`config.mk`:
```
export PLATFORM = sky130hd
export DESIGN_NAME = voxel_grid_ray_traversal_top
export DESIGN_NICKNAME = d
export VERILOG_FILES = /design/src/rtl/vgrt_pkg.sv /design/src/rtl/vgrt_isqrt.sv /design/src/rtl/vgrt_div.sv /design/src/rtl/voxel_grid_ray_traversal_top.sv
export SDC_FILE = /design/constraint.sdc
export NUM_CORES = 2
export LEC_CHECK = 0
export ABC_AREA = 1
export BUFFER_PORTS_ARGS = -buffer_cell sky130_fd_sc_hd__buf_4
export CORE_MARGIN = 1.5
export CORE_UTILIZATION = 50
export DETAILED_ROUTE_END_ITERATION = 7
export GPL_TIMING_DRIVEN = 0
export PLACE_DENSITY_LB_ADDON = 0.05
export SYNTH_ARGS = -nofsm -noshare
export SYNTH_HDL_FRONTEND = slang
export SYNTH_SLANG_ARGS = --single-unit
```
`constraint.sdc`:
```
create_clock -name clk_i -period 9.2 [get_ports clk_i]
set_input_delay 0.92 -clock clk_i [delete_from_list [all_inputs] [get_ports clk_i]]
set_output_delay 0.92 -clock clk_i [all_outputs]
set_load 0.01 [all_outputs]
```
`src/rtl/vgrt_pkg.sv`:
```
// shared constants, types and codes for the voxel grid ray traversal block
package vgrt_pkg;

  localparam int FRAC_BITS = 16;
  localparam int VOX_BITS  = 16;
  localparam int POS_W     = 32;
  localparam int DIR_W     = 24;
  localparam int DIST_W    = 24;
  localparam int CROSS_W   = 32;
  localparam int SQ_W      = 2 * DIR_W;
  localparam int LEN_W     = SQ_W / 2;
  localparam int BND_W     = FRAC_BITS + 1;
  localparam int DIV_W     = BND_W + LEN_W;
  localparam int DVS_W     = DIR_W;
  localparam int DIV_CNT_W = $clog2(DIV_W + 1);
  localparam int SQRT_CNT_W = $clog2(LEN_W + 1);

  localparam logic [1:0] KIND_QUERY = 2'd0;
  localparam logic [1:0] KIND_HIT   = 2'd1;
  localparam logic [1:0] KIND_MISS  = 2'd2;

  localparam logic ACT_START  = 1'b0;
  localparam logic ACT_ANSWER = 1'b1;

  localparam logic signed [1:0] FACE_POS  = 2'sb01;
  localparam logic signed [1:0] FACE_NEG  = 2'sb11;
  localparam logic signed [1:0] FACE_NONE = 2'sb00;

  typedef struct packed {
    logic               start;
    logic [DIV_W-1:0]   dividend;
    logic [DVS_W-1:0]   divisor;
  } div_req_t;

  typedef struct packed {
    logic               done;
    logic [DIV_W-1:0]   quotient;
  } div_rsp_t;

endpackage

```
`src/rtl/vgrt_isqrt.sv`:
```
// iterative integer square root, two radicand bits per cycle
module vgrt_isqrt import vgrt_pkg::*; (
  input  logic             clk_i,
  input  logic             rst_ni,
  input  logic             start_i,
  input  logic [SQ_W-1:0]  radicand_i,
  output logic             done_o,
  output logic [LEN_W-1:0] root_o
);

  logic [SQ_W-1:0]       rad_q, rad_d;
  logic [LEN_W+1:0]      rem_q, rem_d;
  logic [LEN_W-1:0]      root_q, root_d;
  logic [SQRT_CNT_W-1:0] cnt_q, cnt_d;
  logic                  busy_q, busy_d;
  logic                  done_q, done_d;
  logic [LEN_W+3:0]      rem_sh;
  logic [LEN_W+3:0]      trial;

  always_comb begin
    rem_sh = {rem_q, rad_q[SQ_W-1 -: 2]};
    trial  = {2'b00, root_q, 2'b01};
    rad_d  = rad_q;
    rem_d  = rem_q;
    root_d = root_q;
    cnt_d  = cnt_q;
    busy_d = busy_q;
    done_d = 1'b0;
    if (start_i) begin
      rad_d  = radicand_i;
      rem_d  = '0;
      root_d = '0;
      cnt_d  = '0;
      busy_d = 1'b1;
    end else if (busy_q) begin
      rad_d = {rad_q[SQ_W-3:0], 2'b00};
      if (rem_sh >= trial) begin
        rem_d  = LEN_W'(0) | (LEN_W+2)'(rem_sh - trial);
        root_d = {root_q[LEN_W-2:0], 1'b1};
      end else begin
        rem_d  = (LEN_W+2)'(rem_sh);
        root_d = {root_q[LEN_W-2:0], 1'b0};
      end
      cnt_d = cnt_q + 1'b1;
      if (cnt_q == SQRT_CNT_W'(LEN_W - 1)) begin
        busy_d = 1'b0;
        done_d = 1'b1;
      end
    end
  end

  always_ff @(posedge clk_i or negedge rst_ni) begin
    if (!rst_ni) begin
      busy_q <= 1'b0;
      done_q <= 1'b0;
      cnt_q  <= '0;
    end else begin
      busy_q <= busy_d;
      done_q <= done_d;
      cnt_q  <= cnt_d;
    end
  end

  always_ff @(posedge clk_i) begin
    rad_q  <= rad_d;
    rem_q  <= rem_d;
    root_q <= root_d;
  end

  assign done_o = done_q;
  assign root_o = root_q;

endmodule

```
`src/rtl/vgrt_div.sv`:
```
// iterative restoring divider, one quotient bit per cycle
module vgrt_div import vgrt_pkg::*; (
  input  logic     clk_i,
  input  logic     rst_ni,
  input  div_req_t req_i,
  output div_rsp_t rsp_o
);

  logic [DIV_W-1:0]     quo_q, quo_d;
  logic [DVS_W-1:0]     rem_q, rem_d;
  logic [DVS_W-1:0]     dvs_q, dvs_d;
  logic [DIV_CNT_W-1:0] cnt_q, cnt_d;
  logic                 busy_q, busy_d;
  logic                 done_q, done_d;
  logic [DVS_W:0]       rem_sh;
  logic                 ge;

  always_comb begin
    rem_sh = {rem_q, quo_q[DIV_W-1]};
    ge     = rem_sh >= {1'b0, dvs_q};
    quo_d  = quo_q;
    rem_d  = rem_q;
    dvs_d  = dvs_q;
    cnt_d  = cnt_q;
    busy_d = busy_q;
    done_d = 1'b0;
    if (req_i.start) begin
      quo_d  = req_i.dividend;
      rem_d  = '0;
      dvs_d  = req_i.divisor;
      cnt_d  = '0;
      busy_d = 1'b1;
    end else if (busy_q) begin
      rem_d = ge ? DVS_W'(rem_sh - {1'b0, dvs_q}) : DVS_W'(rem_sh);
      quo_d = {quo_q[DIV_W-2:0], ge};
      cnt_d = cnt_q + 1'b1;
      if (cnt_q == DIV_CNT_W'(DIV_W - 1)) begin
        busy_d = 1'b0;
        done_d = 1'b1;
      end
    end
  end

  always_ff @(posedge clk_i or negedge rst_ni) begin
    if (!rst_ni) begin
      busy_q <= 1'b0;
      done_q <= 1'b0;
      cnt_q  <= '0;
    end else begin
      busy_q <= busy_d;
      done_q <= done_d;
      cnt_q  <= cnt_d;
    end
  end

  always_ff @(posedge clk_i) begin
    quo_q <= quo_d;
    rem_q <= rem_d;
    dvs_q <= dvs_d;
  end

  assign rsp_o.done     = done_q;
  assign rsp_o.quotient = quo_q;

  assert property (@(posedge clk_i) disable iff (!rst_ni) req_i.start |-> !busy_q)
    else $error("divider restarted while busy");

endmodule

```
`src/rtl/voxel_grid_ray_traversal_top.sv`:
```
// top level: ray setup sequencer and voxel stepping for 3d grid traversal
// start to result valid: squaring, root launch, root wait, then per nonzero axis a multiply
//   and two 41-step divisions on the one shared divider, or a skip per zero axis, then result
//   load; the total is set by the bit-serial root and the divisions
// non-solid answer: axis pick, reach check and step, then result load; hit and
//   zero-direction miss: result load only; answer without a ray gives no result and is done at once
// input stalls until the result is loaded, a new request is taken the cycle after
// rst_ni clears the sequencer, the ray state and the output valid asynchronously
module voxel_grid_ray_traversal_top import vgrt_pkg::*; (
  input  logic                      clk_i,
  input  logic                      rst_ni,
  input  logic                      in_valid_i,
  output logic                      in_stall_o,
  input  logic                      action_i,
  input  logic signed [POS_W-1:0]   origin_x_i,
  input  logic signed [POS_W-1:0]   origin_y_i,
  input  logic signed [POS_W-1:0]   origin_z_i,
  input  logic signed [DIR_W-1:0]   dir_x_i,
  input  logic signed [DIR_W-1:0]   dir_y_i,
  input  logic signed [DIR_W-1:0]   dir_z_i,
  input  logic [DIST_W-1:0]         reach_i,
  input  logic                      solid_answer_i,
  output logic                      out_valid_o,
  input  logic                      out_stall_i,
  output logic [1:0]                kind_o,
  output logic signed [15:0]        voxel_x_o,
  output logic signed [15:0]        voxel_y_o,
  output logic signed [15:0]        voxel_z_o,
  output logic signed [1:0]         face_x_o,
  output logic signed [1:0]         face_y_o,
  output logic signed [1:0]         face_z_o,
  output logic [DIST_W-1:0]         hit_distance_o
);

  // sequencer states
  typedef enum logic [12:0] {
    S_IDLE   = 13'b0000000000001,
    S_SQ     = 13'b0000000000010,
    S_RGO    = 13'b0000000000100,
    S_RWAIT  = 13'b0000000001000,
    S_AXIS   = 13'b0000000010000,
    S_CSGO   = 13'b0000000100000,
    S_CSWAIT = 13'b0000001000000,
    S_MUL    = 13'b0000010000000,
    S_NCGO   = 13'b0000100000000,
    S_NCWAIT = 13'b0001000000000,
    S_SEL    = 13'b0010000000000,
    S_ADV    = 13'b0100000000000,
    S_EMIT   = 13'b1000000000000
  } state_e;

  localparam logic [CROSS_W-1:0] SAT = '1;
  localparam logic [BND_W-1:0]   ONE_FX = BND_W'(1) << FRAC_BITS;

  state_e state_q, state_d;

  // ray state
  logic                    active_q, active_d;
  logic [VOX_BITS-1:0]     vox_q [3];
  logic [VOX_BITS-1:0]     vox_d [3];
  logic [2:0]              signs_q, signs_d;
  logic [CROSS_W-1:0]      nc_q [3];
  logic [CROSS_W-1:0]      nc_d [3];
  logic [CROSS_W-1:0]      cs_q [3];
  logic [CROSS_W-1:0]      cs_d [3];
  logic [DIST_W-1:0]       reach_q, reach_d;
  logic [DIST_W-1:0]       trav_q, trav_d;
  logic [2:0]              face_q, face_d;

  // setup working registers
  logic signed [DIR_W-1:0] dir_q [3];
  logic signed [DIR_W-1:0] dir_d [3];
  logic [FRAC_BITS-1:0]    fr_q [3];
  logic [FRAC_BITS-1:0]    fr_d [3];
  logic [1:0]              cnt_q, cnt_d;
  logic [SQ_W-1:0]         sq_q, sq_d;
  logic [SQ_W-1:0]         prod_q, prod_d;
  logic [LEN_W-1:0]        len_q, len_d;
  logic [1:0]              sel_q, sel_d;
  logic [1:0]              kind_q, kind_d;

  // output register
  logic                    ovalid_q, ovalid_d;
  logic [1:0]              okind_q, okind_d;
  logic [15:0]             ovox_q [3];
  logic [15:0]             ovox_d [3];
  logic [1:0]              oface_q [3];
  logic [1:0]              oface_d [3];
  logic [DIST_W-1:0]       odist_q, odist_d;

  // shared units
  logic                    root_start;
  logic                    root_done;
  logic [LEN_W-1:0]        root_val;
  div_req_t                div_req;
  div_rsp_t                div_rsp;

  // multiplier: squares during setup, boundary times length per axis afterwards
  logic signed [DIR_W:0]   mul_a, mul_b;
  logic signed [2*DIR_W+1:0] mul_p;

  logic signed [DIR_W-1:0] dcur;
  logic [DVS_W-1:0]        mag;
  logic [BND_W-1:0]        bnd;
  logic [CROSS_W-1:0]      qsat;
  logic [CROSS_W-1:0]      ncs;
  logic [CROSS_W:0]        nsum;
  logic                    in_acc;
  logic                    can_emit;

  vgrt_isqrt u_isqrt (
    .clk_i      (clk_i),
    .rst_ni     (rst_ni),
    .start_i    (root_start),
    .radicand_i (sq_q),
    .done_o     (root_done),
    .root_o     (root_val)
  );

  vgrt_div u_div (
    .clk_i  (clk_i),
    .rst_ni (rst_ni),
    .req_i  (div_req),
    .rsp_o  (div_rsp)
  );

  assign in_stall_o = (state_q != S_IDLE);
  assign in_acc     = in_valid_i && !in_stall_o;
  assign can_emit   = !ovalid_q || !out_stall_i;

  assign dcur = dir_q[cnt_q];
  assign mag  = dcur[DIR_W-1] ? DVS_W'(-dcur) : DVS_W'(dcur);
  // distance to the first boundary along the axis
  assign bnd  = signs_q[cnt_q] ? BND_W'(fr_q[cnt_q]) : ONE_FX - BND_W'(fr_q[cnt_q]);
  assign qsat = (div_rsp.quotient[DIV_W-1:CROSS_W] != '0) ? SAT
                                                          : div_rsp.quotient[CROSS_W-1:0];
  assign ncs  = nc_q[sel_q];
  assign nsum = {1'b0, ncs} + {1'b0, cs_q[sel_q]};

  always_comb begin
    if (state_q == S_MUL) begin
      mul_a = (DIR_W+1)'($signed({1'b0, bnd}));
      mul_b = $signed({1'b0, len_q});
    end else begin
      mul_a = (DIR_W+1)'(dcur);
      mul_b = (DIR_W+1)'(dcur);
    end
  end
  assign mul_p = mul_a * mul_b;

  always_comb begin
    state_d  = state_q;
    active_d = active_q;
    vox_d    = vox_q;
    signs_d  = signs_q;
    nc_d     = nc_q;
    cs_d     = cs_q;
    reach_d  = reach_q;
    trav_d   = trav_q;
    face_d   = face_q;
    dir_d    = dir_q;
    fr_d     = fr_q;
    cnt_d    = cnt_q;
    sq_d     = sq_q;
    prod_d   = prod_q;
    len_d    = len_q;
    sel_d    = sel_q;
    kind_d   = kind_q;
    root_start       = 1'b0;
    div_req.start    = 1'b0;
    div_req.dividend = DIV_W'({len_q, FRAC_BITS'(0)});
    div_req.divisor  = mag;

    unique case (state_q)
      S_IDLE: begin
        if (in_acc) begin
          if (action_i == ACT_START) begin
            active_d = 1'b0;
            if (dir_x_i == '0 && dir_y_i == '0 && dir_z_i == '0) begin
              kind_d  = KIND_MISS;
              state_d = S_EMIT;
            end else begin
              dir_d[0] = dir_x_i;
              dir_d[1] = dir_y_i;
              dir_d[2] = dir_z_i;
              fr_d[0]  = origin_x_i[FRAC_BITS-1:0];
              fr_d[1]  = origin_y_i[FRAC_BITS-1:0];
              fr_d[2]  = origin_z_i[FRAC_BITS-1:0];
              // floor of the origin is its integer part, wrapped to the voxel width
              vox_d[0] = origin_x_i[FRAC_BITS +: VOX_BITS];
              vox_d[1] = origin_y_i[FRAC_BITS +: VOX_BITS];
              vox_d[2] = origin_z_i[FRAC_BITS +: VOX_BITS];
              reach_d  = reach_i;
              trav_d   = '0;
              face_d   = '0;
              signs_d  = '0;
              sq_d     = '0;
              cnt_d    = '0;
              state_d  = S_SQ;
            end
          end else if (active_q) begin
            if (solid_answer_i) begin
              active_d = 1'b0;
              kind_d   = KIND_HIT;
              state_d  = S_EMIT;
            end else begin
              state_d = S_SEL;
            end
          end
        end
      end
      // squares go through the multiplier one axis per cycle into a product register, which feeds the sum
      S_SQ: begin
        prod_d = SQ_W'(mul_p);
        if (cnt_q != 2'd0) begin
          sq_d = sq_q + prod_q;
        end
        if (cnt_q == 2'd3) begin
          cnt_d   = '0;
          state_d = S_RGO;
        end else begin
          cnt_d = cnt_q + 1'b1;
        end
      end
      S_RGO: begin
        root_start = 1'b1;
        state_d    = S_RWAIT;
      end
      S_RWAIT: begin
        if (root_done) begin
          len_d   = root_val;
          state_d = S_AXIS;
        end
      end
      S_AXIS: begin
        if (dcur == '0) begin
          nc_d[cnt_q] = SAT;
          cs_d[cnt_q] = SAT;
          if (cnt_q == 2'd2) begin
            active_d = 1'b1;
            kind_d   = KIND_QUERY;
            state_d  = S_EMIT;
          end else begin
            cnt_d = cnt_q + 1'b1;
          end
        end else begin
          signs_d[cnt_q] = dcur[DIR_W-1];
          state_d        = S_CSGO;
        end
      end
      S_CSGO: begin
        div_req.start = 1'b1;
        state_d       = S_CSWAIT;
      end
      S_CSWAIT: begin
        if (div_rsp.done) begin
          cs_d[cnt_q] = qsat;
          state_d     = S_MUL;
        end
      end
      S_MUL: begin
        prod_d  = SQ_W'(mul_p);
        state_d = S_NCGO;
      end
      S_NCGO: begin
        div_req.start    = 1'b1;
        div_req.dividend = DIV_W'(prod_q);
        state_d          = S_NCWAIT;
      end
      S_NCWAIT: begin
        if (div_rsp.done) begin
          nc_d[cnt_q] = qsat;
          if (cnt_q == 2'd2) begin
            active_d = 1'b1;
            kind_d   = KIND_QUERY;
            state_d  = S_EMIT;
          end else begin
            cnt_d   = cnt_q + 1'b1;
            state_d = S_AXIS;
          end
        end
      end
      // nearest boundary, a tie goes to the later axis: z over y, y over x
      S_SEL: begin
        if (nc_q[0] < nc_q[1]) begin
          sel_d = (nc_q[0] < nc_q[2]) ? 2'd0 : 2'd2;
        end else begin
          sel_d = (nc_q[1] < nc_q[2]) ? 2'd1 : 2'd2;
        end
        state_d = S_ADV;
      end
      S_ADV: begin
        if (ncs > CROSS_W'(reach_q)) begin
          active_d = 1'b0;
          kind_d   = KIND_MISS;
        end else begin
          trav_d = ncs[DIST_W-1:0];
          if (signs_q[sel_q]) begin
            vox_d[sel_q] = vox_q[sel_q] - 1'b1;
            face_d       = {1'b1, sel_q + 2'd1};
          end else begin
            vox_d[sel_q] = vox_q[sel_q] + 1'b1;
            face_d       = {1'b0, sel_q + 2'd1};
          end
          nc_d[sel_q] = nsum[CROSS_W] ? SAT : nsum[CROSS_W-1:0];
          kind_d      = KIND_QUERY;
        end
        state_d = S_EMIT;
      end
      S_EMIT: begin
        if (can_emit) begin
          state_d = S_IDLE;
        end
      end
      default: state_d = S_IDLE;
    endcase
  end

  // result register, loaded from the ray state when the slot is free
  always_comb begin
    ovalid_d = ovalid_q;
    okind_d  = okind_q;
    ovox_d   = ovox_q;
    oface_d  = oface_q;
    odist_d  = odist_q;
    if (ovalid_q && !out_stall_i) begin
      ovalid_d = 1'b0;
    end
    if (state_q == S_EMIT && can_emit) begin
      ovalid_d = 1'b1;
      okind_d  = kind_q;
      for (int a = 0; a < 3; a++) begin
        if (kind_q == KIND_MISS) begin
          ovox_d[a]  = '0;
          oface_d[a] = FACE_NONE;
        end else begin
          ovox_d[a]  = 16'($signed(vox_q[a]));
          oface_d[a] = (face_q[1:0] == 2'(a + 1)) ? (face_q[2] ? FACE_POS : FACE_NEG)
                                                    : FACE_NONE;
        end
      end
      odist_d = (kind_q == KIND_MISS) ? '0 : trav_q;
    end
  end

  always_ff @(posedge clk_i or negedge rst_ni) begin
    if (!rst_ni) begin
      state_q  <= S_IDLE;
      active_q <= 1'b0;
      ovalid_q <= 1'b0;
      signs_q  <= '0;
      reach_q  <= '0;
      trav_q   <= '0;
      face_q   <= '0;
      cnt_q    <= '0;
      for (int a = 0; a < 3; a++) begin
        vox_q[a] <= '0;
        nc_q[a]  <= '0;
        cs_q[a]  <= '0;
      end
    end else begin
      state_q  <= state_d;
      active_q <= active_d;
      ovalid_q <= ovalid_d;
      signs_q  <= signs_d;
      reach_q  <= reach_d;
      trav_q   <= trav_d;
      face_q   <= face_d;
      cnt_q    <= cnt_d;
      vox_q    <= vox_d;
      nc_q     <= nc_d;
      cs_q     <= cs_d;
    end
  end

  always_ff @(posedge clk_i) begin
    dir_q   <= dir_d;
    fr_q    <= fr_d;
    sq_q    <= sq_d;
    prod_q  <= prod_d;
    len_q   <= len_d;
    sel_q   <= sel_d;
    kind_q  <= kind_d;
    okind_q <= okind_d;
    ovox_q  <= ovox_d;
    oface_q <= oface_d;
    odist_q <= odist_d;
  end

  assign out_valid_o    = ovalid_q;
  assign kind_o         = okind_q;
  assign voxel_x_o      = ovox_q[0];
  assign voxel_y_o      = ovox_q[1];
  assign voxel_z_o      = ovox_q[2];
  assign face_x_o       = oface_q[0];
  assign face_y_o       = oface_q[1];
  assign face_z_o       = oface_q[2];
  assign hit_distance_o = odist_q;

  // a stepped ray never travels past its reach
  assert property (@(posedge clk_i) disable iff (!rst_ni)
    active_q |-> trav_q <= reach_q)
    else $error("travelled distance beyond reach");

  // a miss carries no face or distance; its zeroed voxel is not checked here
  assert property (@(posedge clk_i) disable iff (!rst_ni)
    (out_valid_o && kind_o == KIND_MISS) |-> (hit_distance_o == '0 && face_x_o == '0
      && face_y_o == '0 && face_z_o == '0))
    else $error("miss result with payload");

  // at most one face component is set at a time
  assert property (@(posedge clk_i) disable iff (!rst_ni)
    out_valid_o |-> ($countones({face_x_o != '0, face_y_o != '0, face_z_o != '0}) <= 1))
    else $error("more than one face normal component");

  // the square root is started only once the sum of squares is complete
  assert property (@(posedge clk_i) disable iff (!rst_ni)
    root_start |-> $past(state_q == S_SQ))
    else $error("square root started early");

endmodule
```
==> out/metrics.cfg <==
[run]
drv_cap = 1

[yosys]
synth_edf_count = 437
synth_cell_types = 73
synthCells = 9092
syn_area_per_cell_um2 = 7.983
synth_fp_nets = 10320
synth_warnings = 0
synthArstFlopShare_pct = 38.95
ys_ff_latch = 837
ys_seq_area_share_pct = 31.36
syn-cell-area_mm2 = 0.07258
ys.flop_type = edfxtp_1

[detailed_routing]
dr.first_iter.drc_count = 6526
vias = 66170
wl_per_cell_um = 24.73
avgViaCountPerCell = 5.733
wl_mm = 285.4
drc = 0
final_antenna_net_count = 0
first_pass_iters = 6

[sta]
final-hold-violation-count = 0
tns_ns = 0
fmax_mhz = 110.8
slew_headroom_pct = 0.004952
finalClockSkew_ns = 0.05251
tightest_slew_ns = 1.484
setup_viol = 0
min_period_over_period_pct = 98.09
fin_crit_ns = 9.024
slew_violations = 0

[grt]
grt_pass1_vias = 64480
grt_pass1_wl_mm = 416.7
antenna_found_initial = 11
grt_max_degree = 111
gr-usage-all-layers_pct = 38.59
gr-total-overflow = 0

[worst_setup_path]
crit_top_cell = fa_1
slowest_delay_ns = 0.55
critPathCaptureType = flip-flop
cp_top_family = adder cells
critPathKind = reg -> reg
cp_max_fo = 10
startpoint_type = flip-flop
critical-path-slowest-cell = fa_1
critPathBufInv = 11
regToRegSetupSlack_ns = 0.18
required_ns = 9.67
crit_arrival_ns = 9.49

[placement]
dp_hpwl_mm = 232.0
gp_congestion = 1.037
portBuffers = 279

[hold_path]
hp-class = in -> async

[clock_tree]
clockBufferDepth = 3
cts-buffers-inserted = 98
clk_pin_slew_ns = 0.06
clk_latency_ns = 0.75
cts_tree = built
htree_levels = 3
cts_root_buffer = clkbuf_16
clock_sinks = 837

[floorplan]
core_mm2 = 0.1438
die-area_mm2 = 0.1475
dieWidth_um = 384.0
dieHeight_um = 384.0
start_util_pct = 50.46
row_count = 139
io-pin-count = 280

[outcome]
status = finished with violations
violations = capacitance limit

[layout]
area_growth_pct = 12.94
drive_gt1_share_pct = 9.255
nNetsFinal = 10770
final_core_util_pct = 57.00

[worst reg2reg max path: cells and delay by family, from the launching register on]
family | cells | cell delay, ns
AND/OR/NAND/NOR | 12 | 1.72
XOR/XNOR | 1 | 0.15
AO/OA/AOI/OAI | 4 | 0.68
buffers and inverters | 11 | 1.65
flip-flops | 1 | 0.49
adder cells (fa/ha/maj) | 9 | 4.10
[synthesized netlist by cell type, types with 37 or more instances]
master       n  area share, %
xor2_1      78           0.94
buf_2       97           0.67
dfrtp_1    325             11
nor3_1      63           0.43
nor2_1     997            5.2
ha_1       397            6.8
o21ai_0    561            3.9
dfxtp_1     74            2.0
nand3_1    462            3.2
clkbuf_1   193            1.0
nand4_1    101           0.87
o211ai_1    94           0.97
o21a_1      37           0.38
nand2_1   2170             11
xnor2_1     51           0.62
a21oi_1    412            2.8
edfxtp_1   437             18
fa_1       629             17
o21ai_1     59           0.41
inv_1     1386            7.2
[cell families after synthesis]
| group | count (synthesis) | share of synthesized area (%) |
|---|---|---|
| other | 1 | 0.005166 |
| buffers and inverters | 1764 | 9.588 |
| and+or+nand+nor | 3943 | 22.32 |
| xor gates and xnor gates | 129 | 1.557 |
| adders and majority gates | 1026 | 24.19 |
| AOI/OAI and AO/OA | 1392 | 10.98 |
| DFF | 837 | 31.36 |
[layout make-up]
class	count	area, um2
fill	13650	61850
multi-input combinational	6491	43300
sequential	837	22760
inverter	1426	5386
timing repair buffer	350	2848
clock buffer	129	2669
tap	1903	2381
buffer	337	1785
clock inverter	56	809.5
antenna	11	27.53
timing repair inverter	1	5.005
[cell usage in the layout, fill, tap and decap left out, types with 73 or more instances in the layout]
cell type,synthesis,layout
clkbuf_16,0,98
xor2_1,78,78
dfxtp_1,74,74
dfrtp_1,325,324
edfxtp_1,437,437
a21oi_1,412,406
clkbuf_1,193,191
nand3_1,462,452
o21ai_0,561,537
nand2_1,2170,2159
nand4_1,101,101
buf_4,19,351
buf_2,97,74
fa_1,629,614
o211ai_1,94,94
o21ai_1,59,73
nor2_1,997,983
ha_1,397,388
inv_1,1386,1376
[layer usage]
layer / routed length [um] / up-vias / part of all wire [%] / global-route usage (%)
met5: 14 / - / 0.0049 / 0
met4: 23280 / 2 / 8.2 / 27.16
met3: 24100 / 812 / 8.4 / 7.755
met2: 128800 / 3145 / 45 / 60.75
met1: 109200 / 32120 / 38 / 47.55
li1: - / 30090 / - / -
[sequential cells by signal, indices dropped and copies added, names as in the netlist, 41 cells and up]
signal         count
prod_q            48
u_isqrt.rad_q     48
u_div.quo_q       41
nc_q              96
dir_q             72
cs_q              96
vox_q             48
sq_q              48
fr_q              48
[worst paths after layout]
check / cells past startpoint / startpoint / end
min in group clk_i: 1 / origin_y_i[9] / fr_q[25]
max reg2reg: 37 / cnt_q[0] / prod_q[33]
min: 1 / rst_ni / reach_q[22]
min reg2reg: 0 / u_isqrt.root_o[15] / len_q[15]
max in group asynchronous: 3 / rst_ni / nc_q[21]
max: 37 / cnt_q[0] / prod_q[33]
[stage by stage]
step / cells / area [um2] / worst slack, ns / hold slack (ns)
after floorplan: 9092 / 72580 / 1.328 / 0.4082
after global placement: 11270 / 77060 / -1.501 / 0.4217
after detailed placement: 11300 / 77470 / -1.611 / 0.4204
after CTS: 11490 / 81210 / 0.0002682 / 0.02072
after global routing: 11530 / 81960 / -0.03353 / 0.04896
final: 11540 / 81980 / 0.1761 / 0.05188
[what timing repair did]
action / in CTS / in global routing
hold buffers: 0 / 0
gates cloned: 0 / 1
resized for setup: 69 / 151
endpoints found under the setup margin: 28 / 28
setup buffers: 9 / 40
pin swaps: 6 / 19
Power is not shown: default switching activity piles up to over one toggle a cycle in this logic, so the estimate is an artifact.
